==> src/two_wire_display_link_serializer_unit_macros.svh <==
// assertion macros used by the serializer controller
`ifndef TWO_WIRE_DISPLAY_LINK_SERIALIZER_UNIT_MACROS_SVH
`define TWO_WIRE_DISPLAY_LINK_SERIALIZER_UNIT_MACROS_SVH

// same-cycle implication, disabled while in reset
`define TWDLS_ASSERT_NOW(label, clk, rst_n, ante, cons, msg) \
    label: assert property (@(posedge clk) disable iff (!rst_n) (ante) |-> (cons)) \
        else $error(msg);

// next-cycle implication, disabled while in reset
`define TWDLS_ASSERT_NEXT(label, clk, rst_n, ante, cons, msg) \
    label: assert property (@(posedge clk) disable iff (!rst_n) (ante) |=> (cons)) \
        else $error(msg);

`endif

==> src/twdls_pkg.sv <==
package twdls_pkg;

    // bits shifted out per byte
    localparam int BITS_PER_BYTE = 8;

    localparam int STEP_W = 5;
    localparam int TICK_W = 16;

    // phase step codes within one byte
    localparam logic [STEP_W-1:0] STEP_START     = 5'd0;
    localparam logic [STEP_W-1:0] STEP_FIRST_BIT = 5'd1;
    localparam logic [STEP_W-1:0] STEP_ACK_LO    = 5'(2 * BITS_PER_BYTE + 1);
    localparam logic [STEP_W-1:0] STEP_ACK_HI    = 5'(2 * BITS_PER_BYTE + 2);
    localparam logic [STEP_W-1:0] STEP_STOP_LO   = 5'(2 * BITS_PER_BYTE + 3);
    localparam logic [STEP_W-1:0] STEP_STOP_HI   = 5'(2 * BITS_PER_BYTE + 4);
    localparam logic [STEP_W-1:0] STEP_STOP_RISE = 5'(2 * BITS_PER_BYTE + 5);

    // reset hold time per phase
    localparam logic [TICK_W-1:0] PHASE_TICKS_RESET = 16'd5;

    // commands from controller to datapath
    typedef struct packed {
        logic start_item;
        logic advance;
        logic tick_clr;
        logic tick_inc;
    } t_dp_cmd;

    // status from datapath to controller
    typedef struct packed {
        logic last_phase;
        logic hold_done;
    } t_dp_sts;

endpackage

==> src/twdls_dp.sv <==
module twdls_dp (
    input  logic                       i_clk,
    input  logic                       i_rst_n,
    input  twdls_pkg::t_dp_cmd         i_cmd,
    output twdls_pkg::t_dp_sts         o_sts,
    input  logic                       i_cfg_we,
    input  logic [twdls_pkg::TICK_W-1:0] i_cfg_phase_ticks,
    input  logic [7:0]                 i_byte_value,
    input  logic                       i_frame_start,
    input  logic                       i_frame_end,
    output logic                       o_clock_level,
    output logic                       o_data_level,
    output logic                       o_data_drive,
    output logic                       o_last_phase
);

    logic [twdls_pkg::TICK_W-1:0] r_phase_ticks;
    logic [twdls_pkg::TICK_W-1:0] r_tick;
    logic [twdls_pkg::TICK_W-1:0] n_tick;
    logic [twdls_pkg::STEP_W-1:0] r_step;
    logic [twdls_pkg::STEP_W-1:0] n_step;
    logic                         r_in_frame;
    logic                         n_in_frame;
    logic [7:0]                   r_byte;
    logic                         r_stop;
    logic [twdls_pkg::STEP_W-1:0] bit_pos;
    logic [twdls_pkg::TICK_W:0]   tick_plus;
    logic                         start_now;

    // configuration register
    always_ff @(posedge i_clk) begin
        if (!i_rst_n) begin
            r_phase_ticks <= twdls_pkg::PHASE_TICKS_RESET;
        end else if (i_cfg_we) begin
            r_phase_ticks <= i_cfg_phase_ticks;
        end
    end

    // start only when no frame is open
    assign start_now = i_frame_start && !r_in_frame;

    // step and frame next state
    always_comb begin
        n_step     = r_step;
        n_in_frame = r_in_frame;
        if (i_cmd.start_item) begin
            n_step     = start_now ? twdls_pkg::STEP_START : twdls_pkg::STEP_FIRST_BIT;
            n_in_frame = i_frame_end ? 1'b0 : (r_in_frame | i_frame_start);
        end else if (i_cmd.advance) begin
            n_step = r_step + 5'd1;
        end
    end

    always_ff @(posedge i_clk) begin
        if (!i_rst_n) begin
            r_step     <= twdls_pkg::STEP_START;
            r_in_frame <= 1'b0;
        end else begin
            r_step     <= n_step;
            r_in_frame <= n_in_frame;
        end
    end

    // item payload
    always_ff @(posedge i_clk) begin
        if (i_cmd.start_item) begin
            r_byte <= i_byte_value;
            r_stop <= i_frame_end;
        end
    end

    // hold counter, zero ticks behaves as one
    always_comb begin
        n_tick = r_tick;
        if (i_cmd.tick_clr) begin
            n_tick = '0;
        end else if (i_cmd.tick_inc) begin
            n_tick = r_tick + 16'd1;
        end
    end

    always_ff @(posedge i_clk) begin
        if (!i_rst_n) begin
            r_tick <= '0;
        end else begin
            r_tick <= n_tick;
        end
    end

    assign tick_plus       = {1'b0, r_tick} + 17'd1;
    assign o_sts.hold_done = (tick_plus >= {1'b0, r_phase_ticks});

    // pin levels for the current phase
    assign bit_pos = r_step - twdls_pkg::STEP_FIRST_BIT;

    always_comb begin
        if (r_step == twdls_pkg::STEP_START) begin
            o_clock_level = 1'b1;
            o_data_level  = 1'b0;
            o_data_drive  = 1'b1;
        end else if (r_step < twdls_pkg::STEP_ACK_LO) begin
            o_clock_level = ~r_step[0];
            o_data_level  = r_byte[bit_pos[3:1]];
            o_data_drive  = 1'b1;
        end else if (r_step == twdls_pkg::STEP_ACK_LO) begin
            o_clock_level = 1'b0;
            o_data_level  = 1'b1;
            o_data_drive  = 1'b0;
        end else if (r_step == twdls_pkg::STEP_ACK_HI) begin
            o_clock_level = 1'b1;
            o_data_level  = 1'b1;
            o_data_drive  = 1'b0;
        end else if (r_step == twdls_pkg::STEP_STOP_LO) begin
            o_clock_level = 1'b0;
            o_data_level  = 1'b0;
            o_data_drive  = 1'b1;
        end else if (r_step == twdls_pkg::STEP_STOP_HI) begin
            o_clock_level = 1'b1;
            o_data_level  = 1'b0;
            o_data_drive  = 1'b1;
        end else begin
            o_clock_level = 1'b1;
            o_data_level  = 1'b1;
            o_data_drive  = 1'b1;
        end
    end

    // final phase of the byte
    assign o_last_phase     = ((r_step == twdls_pkg::STEP_ACK_HI) && !r_stop)
                              || (r_step == twdls_pkg::STEP_STOP_RISE);
    assign o_sts.last_phase = o_last_phase;

endmodule

==> src/twdls_ctrl.sv <==
`include "two_wire_display_link_serializer_unit_macros.svh"

module twdls_ctrl (
    input  logic               i_clk,
    input  logic               i_rst_n,
    input  logic               i_valid,
    output logic               o_stall,
    output logic               o_valid,
    input  logic               i_stall,
    input  twdls_pkg::t_dp_sts i_sts,
    output twdls_pkg::t_dp_cmd o_cmd
);

    typedef enum logic [2:0] {
        S_IDLE = 3'b001,
        S_SEND = 3'b010,
        S_HOLD = 3'b100
    } t_state;

    t_state r_state;
    t_state n_state;

    // handshake outputs
    assign o_stall = (r_state != S_IDLE);
    assign o_valid = (r_state == S_SEND);

    // sequencing of phases
    always_comb begin
        n_state = r_state;
        o_cmd   = '0;
        unique case (r_state)
            S_IDLE: begin
                if (i_valid) begin
                    o_cmd.start_item = 1'b1;
                    n_state          = S_SEND;
                end
            end
            S_SEND: begin
                if (!i_stall) begin
                    o_cmd.tick_clr = 1'b1;
                    n_state        = S_HOLD;
                end
            end
            S_HOLD: begin
                o_cmd.tick_inc = 1'b1;
                if (i_sts.hold_done) begin
                    if (i_sts.last_phase) begin
                        n_state = S_IDLE;
                    end else begin
                        o_cmd.advance = 1'b1;
                        n_state       = S_SEND;
                    end
                end
            end
            default: begin
                n_state = S_IDLE;
            end
        endcase
    end

    always_ff @(posedge i_clk) begin
        if (!i_rst_n) begin
            r_state <= S_IDLE;
        end else begin
            r_state <= n_state;
        end
    end

    // a request taken on the input shows a phase next cycle
    `TWDLS_ASSERT_NEXT(a_accept_to_send, i_clk, i_rst_n, i_valid && !o_stall, o_valid,
        "accepted request did not start a phase")
    // no request is taken while a phase is offered
    `TWDLS_ASSERT_NOW(a_busy_while_send, i_clk, i_rst_n, o_valid, o_stall,
        "input open while a phase is offered")
    // hold lasts until the counter expires
    `TWDLS_ASSERT_NEXT(a_hold_waits, i_clk, i_rst_n,
        (r_state == S_HOLD) && !i_sts.hold_done, r_state == S_HOLD,
        "hold left before the tick count expired")

endmodule

==> src/two_wire_display_link_serializer_unit.sv <==
// Two-wire display link serializer, bit-level master, LSB first.
// Input channel (i_valid / o_stall) takes one byte request with flags for a
// start condition before it and a stop condition after it. The start is
// skipped when a frame is already open.
// Output channel (o_valid / i_stall) gives one pin phase per request:
// clock level, data level, data drive enable and a last-phase marker.
// A byte gives 18 phases, plus 1 for a start and 3 for a stop (up to 22).
// Config channel (i_cfg_valid / o_cfg_ready, ready always high) writes
// phase_ticks, the hold time of each phase; 0 behaves as 1.
// The first phase is offered in the cycle after the byte is taken. Each
// phase is handed over in the send state and then kept for its hold time,
// counted by the hold counter in the datapath; after the last hold ends
// the block goes back to idle, where it takes the next byte. One byte is
// in work at a time. While the receiver stalls, the offered phase holds
// and the hold count does not start. Reset empties the block, closes any
// frame and sets phase_ticks to 5.
module two_wire_display_link_serializer_unit (
    input  logic        i_clk,
    input  logic        i_rst_n,
    input  logic        i_valid,
    output logic        o_stall,
    input  logic [7:0]  i_byte_value,
    input  logic        i_frame_start,
    input  logic        i_frame_end,
    output logic        o_valid,
    input  logic        i_stall,
    output logic        o_clock_level,
    output logic        o_data_level,
    output logic        o_data_drive,
    output logic        o_last_phase,
    input  logic        i_cfg_valid,
    output logic        o_cfg_ready,
    input  logic [15:0] i_cfg_phase_ticks
);

    twdls_pkg::t_dp_cmd cmd;
    twdls_pkg::t_dp_sts sts;

    // config always accepted
    assign o_cfg_ready = 1'b1;

    // controller
    twdls_ctrl u_ctrl (
        .i_clk   (i_clk),
        .i_rst_n (i_rst_n),
        .i_valid (i_valid),
        .o_stall (o_stall),
        .o_valid (o_valid),
        .i_stall (i_stall),
        .i_sts   (sts),
        .o_cmd   (cmd)
    );

    // datapath
    twdls_dp u_dp (
        .i_clk             (i_clk),
        .i_rst_n           (i_rst_n),
        .i_cmd             (cmd),
        .o_sts             (sts),
        .i_cfg_we          (i_cfg_valid && o_cfg_ready),
        .i_cfg_phase_ticks (i_cfg_phase_ticks),
        .i_byte_value      (i_byte_value),
        .i_frame_start     (i_frame_start),
        .i_frame_end       (i_frame_end),
        .o_clock_level     (o_clock_level),
        .o_data_level      (o_data_level),
        .o_data_drive      (o_data_drive),
        .o_last_phase      (o_last_phase)
    );

endmodule
==> config.mk <==
export PLATFORM = sky130hd
export DESIGN_NAME = two_wire_display_link_serializer_unit
export DESIGN_NICKNAME = d
export VERILOG_FILES = /design/src/twdls_pkg.sv /design/src/twdls_dp.sv /design/src/twdls_ctrl.sv /design/src/two_wire_display_link_serializer_unit.sv
export VERILOG_INCLUDE_DIRS = /design/src /design/src/src
export SDC_FILE = /design/constraint.sdc
export NUM_CORES = 1
export LEC_CHECK = 0
export BUFFER_PORTS_ARGS = -buffer_cell sky130_fd_sc_hd__buf_4
export CAP_MARGIN = 20
export CORE_MARGIN = 3
export CORE_UTILIZATION = 30
export CTS_CLUSTER_SIZE = 40
export DETAILED_ROUTE_END_ITERATION = 6
export GPL_ROUTABILITY_DRIVEN = 1
export GPL_TIMING_DRIVEN = 0
export PLACE_DENSITY = 0.44
export SLEW_MARGIN = 20
export SYNTH_ARGS = -nofsm -noshare
export SYNTH_HDL_FRONTEND = slang
export SYNTH_SLANG_ARGS = --single-unit
==> constraint.sdc <==
create_clock -name i_clk -period 3.5 [get_ports i_clk]
set_input_delay 0.35 -clock i_clk [delete_from_list [all_inputs] [get_ports i_clk]]
set_output_delay 0.35 -clock i_clk [all_outputs]
set_load 0.02 [all_outputs]
== Word level (Yosys, flattened, before mapping) ==
Index checks and enable logic that the tools add are counted.
Storage, ports and cells
  bits in registers: 50
  logic and storage cells: 72
Cells by class
  add/sub/neg operators: 4
  $lt $le $gt $ge: 3
  equal/unequal tests: 12
  multiplexer cells: 34
  bitwise gates (word level): 3
  reductions and logical operators: 9
Operators by type and width (number)
  $mux 1: 26
  $eq 5x5->1 const B: 5
  $add 16x1->17 const B: 1
  $ge 17x16->1: 1
  $add 16x1->16 const B: 1
  $mux 5: 2
  $mux 3: 3
  $pmux 3 s3: 1
  $ne 2x2->1 const B: 3
  $add 5x1->5 const B: 1
  $logic_not 5->1: 1
  $lt 5x5->1 const B: 1
  $lt 3x4->1 const B: 1
  $sub 4x1->4 const B: 1
  $bmux 1 s3: 1
  $eq 3x1->1 const B: 1
  $eq 3x2->1 const B: 1
  $eq 3x3->1 const B: 1
  $ne 3x1->1 const B: 1
  $reduce_and 3->1: 1
  $logic_and 1x1->1: 2
  $logic_not 1->1: 2
  $mux 2: 1
  $not 1->1: 2
  4 further kinds: 4

== Longest topological paths before layout ==
  depth in word-level cells: 8
  mapped depth: 13
  depth with buffers taken out: 12

== Cells and area by module ==
From an unflattened synthesis, not the netlist that was laid out.
Second synthesis, totals
  cells, all modules: 305
  area, all modules: 2869.0 µm²
By module, submodules not included
  twdls_dp: times used 1, cells an instance 282, area an instance 2678.8 µm², seq. area each 1031.0 µm²
  twdls_ctrl: times used 1, cells an instance 21, area an instance 178.9 µm², seq. area each 60.1 µm²
  two_wire_display_link_serializer_unit: times used 1, cells an instance 2, area an instance 11.3 µm², seq. area each 0.0 µm²

== Worst setup path after synthesis ==
No wires, ideal clock.
  path type: register to register
  start point: reg u_dp.r_tick[0] in the netlist's numbering
  end point: reg u_dp.r_step[0] in the netlist's numbering
  arrival time: 2.843 ns
  required time: 3.437 ns
  setup slack: 0.594 ns
  cell stages (with the launch flop): 13
  path through: dfxtp_1 -> ha_1 -> nand3_1 -> nor3_2 -> and3_1 -> xor2_1 -> ha_1 -> nand4_1 -> nor4_1 -> a221oi_1 -> a31oi_1 -> or4_1 -> nand3_1
Between the ends
  longest elaborated chain between the ends: 5
Ends and longest elaborated chain
  start: declaration: RTL line twdls_dp.sv:18  | logic [twdls_pkg::TICK_W-1:0] r_tick;
  start signal: assignment: RTL line twdls_dp.sv:86  | r_tick <= n_tick;
  $add 16x1->17: RTL line twdls_dp.sv:90  | assign tick_plus = {1'b0, r_tick} + 17'd1;
  named net u_dp.tick_plus (one bit): RTL line twdls_dp.sv:27  | logic [twdls_pkg::TICK_W:0] tick_plus;
  $ge 17x16->1: RTL line twdls_dp.sv:91  | assign o_sts.hold_done = (tick_plus >= {1'b0, r_phase_ticks});
  $mux 1: RTL line twdls_ctrl.sv:46  | if (i_sts.hold_done) begin
  $mux 1: RTL line twdls_ctrl.sv:31  | unique case (r_state)
  $reduce_bool 2->1 (no line)
  end signal: assignment: RTL line twdls_dp.sv:56  | r_step <= twdls_pkg::STEP_START;
  end signal: assignment: RTL line twdls_dp.sv:59  | r_step <= n_step;
  end: declaration: RTL line twdls_dp.sv:20  | logic [twdls_pkg::STEP_W-1:0] r_step;
The timed path passes the listed nets, and every way through them passes these cells.
A chain may end at the register's enable or synchronous reset.

== Worst setup path after layout ==
Same ends and word-level chain as after synthesis.

==> results.py <==
metrics = {
    "detailed_routing": {
        "met3_wirelength_um": 249,
        "post_drt_wl_per_cell_um": 13.0,
        "route.top_layer_used": "met4",
        "drc_errors": 0,
        "wl_met1_mm": 3.08,
        "ant_nets": 0,
        "via_count": 2276,
        "totalWireLength_mm": 6.40,
        "firstDrtPassIters": 4,
        "via_per_inst": 4.63,
        "first_iter_violations": 43,
        "routed-wl-met2_mm": 3.01,
    },
    "timing": {
        "setup_slack_ns": 0.284,
        "hold_viol": 0,
        "fmax_mhz": 311,
        "timing.slew.headroom_pct": 46.2,
        "final.setup_skew_ns": 0.00994,
        "tightest_slew_ns": 0.807,
        "rsz0062_at_grt": "false",
        "slew_violations": 0,
        "final.min_clock_period_ns": 3.22,
        "fin_crit_sh_pct": 91.9,
        "setup_viol": 0,
        "setup_tns_ns": 0,
    },
    "clock_tree": {
        "cts_sinks": 50,
        "numCtsBuffers": 5,
        "cts_htree_levels": 2,
        "cts_buffer_depth": 2,
        "path_clk_slew_ns": 0.10,
        "holdBufCountCts": 0,
        "clock-root-buffer": "clkbuf_8",
        "cts_tree": "done",
        "worstSkewPairLatency_ns": 0.31,
    },
    "floorplanning": {
        "core-area_um2": 9280,
        "io_pins": 38,
        "die_x_um": 104,
        "row_count": 35,
        "start_util_pct": 31.0,
        "die_h_um": 104,
        "dieArea_um2": 10800,
    },
    "worst_setup_path": {
        "path_class": "flip-flop to flip-flop",
        "cpPeakStageDelay_ns": 0.50,
        "crit_required_ns": 3.75,
        "cp_cell_sequence": "ha_1 > nand3_2 > nor3_4 > and3_1 > xor2_1 > ha_1 > nand4_1 > nor4_1 > a221oi_2 > a31oi_2 > or4_1 > nand3_1",
        "crit_path_end_kind": "flip-flop",
        "r2r-end": "u_dp.r_step[0]",
        "crit_top_cell": "ha_1",
        "ff2ff_path_depth": 12,
        "r2r_slack_ns": 0.28,
        "path_delay_family": "simple AND/OR/NAND/NOR gates",
        "r2r-start": "u_dp.r_tick[0]",
        "crit_cells": 12,
        "critPathSlowestCell": "or4_1",
        "crit_arrival_ns": 3.46,
        "start_kind": "flip-flop",
        "cp_max_fo": 6,
        "critPathBufInv": 0,
    },
    "hold_path": {
        "min_path_cells": 1,
        "min_from": "i_byte_value[2]",
        "hp-class": "input pin to flip-flop",
        "holdPathEnd": "u_dp.r_byte[2]",
    },
    "place": {
        "dpl.hpwl_mm": 4.91,
        "dp_slack_ns": 0.0711,
        "port_buffers": 35,
        "gp_congestion": 0.834,
    },
    "final_layout": {
        "area_delta_synth_final_pct": 19.2,
        "diodes": 0,
        "layout.nets": 414,
        "layout-drive-gt1-share_pct": 16.5,
    },
    "pwr": {
        "p_leak_nw": 1.47,
        "pwr_density_cell_nw_per_um2": 327,
        "peakVddDrop_uv": 179,
    },
    "flow_run": {
        "max-cap-violations": 0,
    },
    "global_route": {
        "grt.total_usage_pct": 12.1,
        "grt_pass1_vias": 2218,
        "grt_overflow": 0,
        "grt_pass1_wl_mm": 10.7,
        "grt_start_max_net_pins": 17,
        "antenna_found_initial": 0,
    },
    "synthesis": {
        "yosys_register_bits": 50,
        "synth_cell_types": 47,
        "synth_edf_count": 9,
        "yosysWarnings": 0,
        "synth.top_cell.area_share_pct": 28.6,
        "syn_nets": 370,
        "ys.flop_type": "dfxtp_1",
        "syn-cell-area_um2": 2870,
        "yosysTopAreaCell": "dfxtp_1",
        "avgSynthCellArea_um2": 9.04,
        "synthArstFlopShare_pct": 0,
        "synth_cells": 318,
        "seq_area_frac_synth_pct": 38.0,
        "synth.area.top_cells": "dfxtp_1, edfxtp_1, ha_1",
    },
    "status": {
        "status": "complete, no violations",
    },
}
worst max-delay path by stage:
stage	start	end	slack, ns
floorplan	u_dp.r_tick[0]	u_dp.r_step[0]	0.59
detailed placement	u_dp.r_tick[0]	u_dp.r_step[0]	0.07
global placement	u_dp.r_tick[0]	u_dp.r_step[0]	0.06
CTS	u_dp.r_tick[0]	u_dp.r_step[0]	0.02
finish	u_dp.r_tick[0]	u_dp.r_step[0]	0.28
global route	u_dp.r_tick[0]	u_dp.r_step[0]	0.07
report_power, final:
part | internal, mW | switching [mW]
combinational | 0.0711 | 0.0781
clock | 0.141 | 0.208
sequential | 0.611 | 0.0112
total | 0.824 | 0.298
through the flow:
stage	cell area (um^2)	util [%]	total power, mW	hold slack, ns	instances
3_3_place_gp	3300	35.5	0.787	0.442	482
6_report	3430	36.9	1.12	0.206	492
5_1_grt	3430	36.9	1.19	0.185	492
3_5_place_dp	3300	35.5	0.788	0.453	482
2_1_floorplan	2870	-	0.727	0.428	318
4_1_cts	3390	36.5	1.14	0.195	490
cell usage in the layout (no fill, tap or decap), types with 3 or more instances in the layout:
| cell | synthesis | routed |
|---|---|---|
| inv_1 | 20 | 20 |
| o21ai_0 | 10 | 10 |
| and4_1 | 3 | 3 |
| xnor2_1 | 10 | 10 |
| mux2i_1 | 20 | 20 |
| buf_4 | 2 | 39 |
| ha_1 | 21 | 21 |
| nor3_1 | 3 | 3 |
| nor2b_1 | 15 | 15 |
| a21oi_1 | 13 | 13 |
| nand2_1 | 29 | 29 |
| nand2b_1 | 7 | 7 |
| clkbuf_8 | 0 | 5 |
| and3_1 | 5 | 5 |
| nand3_1 | 14 | 13 |
| or3_1 | 4 | 4 |
| nand4_1 | 9 | 9 |
| clkbuf_1 | 7 | 7 |
| edfxtp_1 | 9 | 9 |
| nor2_1 | 25 | 25 |
| dfxtp_1 | 41 | 41 |
| xor2_1 | 16 | 16 |
| buf_2 | 4 | 4 |
layout make-up:
type                       instances  area (um^2)
clock buffer                       5         68.8
fill                            1010         5860
buffer                            13         61.3
timing repair buffer              37          278
sequential                        50         1090
inverter                          20         75.1
multi-input combinational        235         1670
clock inverter                     3         21.3
tap                              129          161
registers in the layout, summed over array words and instances (netlist names):
name	cells
u_dp.r_phase_ticks	16
u_dp.r_tick	16
u_dp.r_byte	8
u_dp.r_step	5
u_ctrl.r_state	3
u_dp.r_in_frame	1
u_dp.r_stop	1
cell usage after synthesis, types with 5 or more instances:
library cell and n:
nand2_1 29, edfxtp_1 9, mux2i_1 20, ha_1 21, inv_1 20, xor2_1 16
xnor2_1 10, nor2_1 25, and3_1 5, a21oi_1 13, o21ai_0 10, nand4_1 9
nor2b_1 15, nand3_1 14, dfxtp_1 41, clkbuf_1 7, nand2b_1 7
worst register-to-register path, delay by kind of cell, from the launching register on:
| family | cells | cell delay (ns) |
|---|---|---|
| and+or+nand+nor | 7 | 1.51 |
| AOI/OAI and AO/OA | 2 | 0.50 |
| DFF | 1 | 0.44 |
| adders and majority gates | 2 | 0.54 |
| xor gates and xnor gates | 1 | 0.16 |
repair_timing:
item / in CTS / in global routing
hold endpoints to repair: 0 / 0
setup endpoints to repair: 0 / 7
buffers inserted: 0 / 2
resized for setup: 0 / 4
routing by layer:
layer | vias up | GRT usage [%]
met5 | - | 0
met4 | 0 | 3.89
met3 | 5 | 2.92
met2 | 34 | 20.0
met1 | 1040 | 15.7
li1 | 1197 | -
cell families (layout without fill, tap and decap cells):
family                   after synthesis  in the layout  synth area share (%)
AND/OR/NAND/NOR                      123            123                  22.1
flip-flops                            50             50                  38.0
AO/OA/AOI/OAI                         42             42                  9.45
buffers and inverters                 33             78                  4.75
XOR/XNOR                              26             26                  7.92
multiplexers                          22             22                  8.53
adder cells (fa/ha/maj)               21             21                  9.14
other                                  1              1                 0.130
No activity file was read; power rests on OpenSTA's default activity.
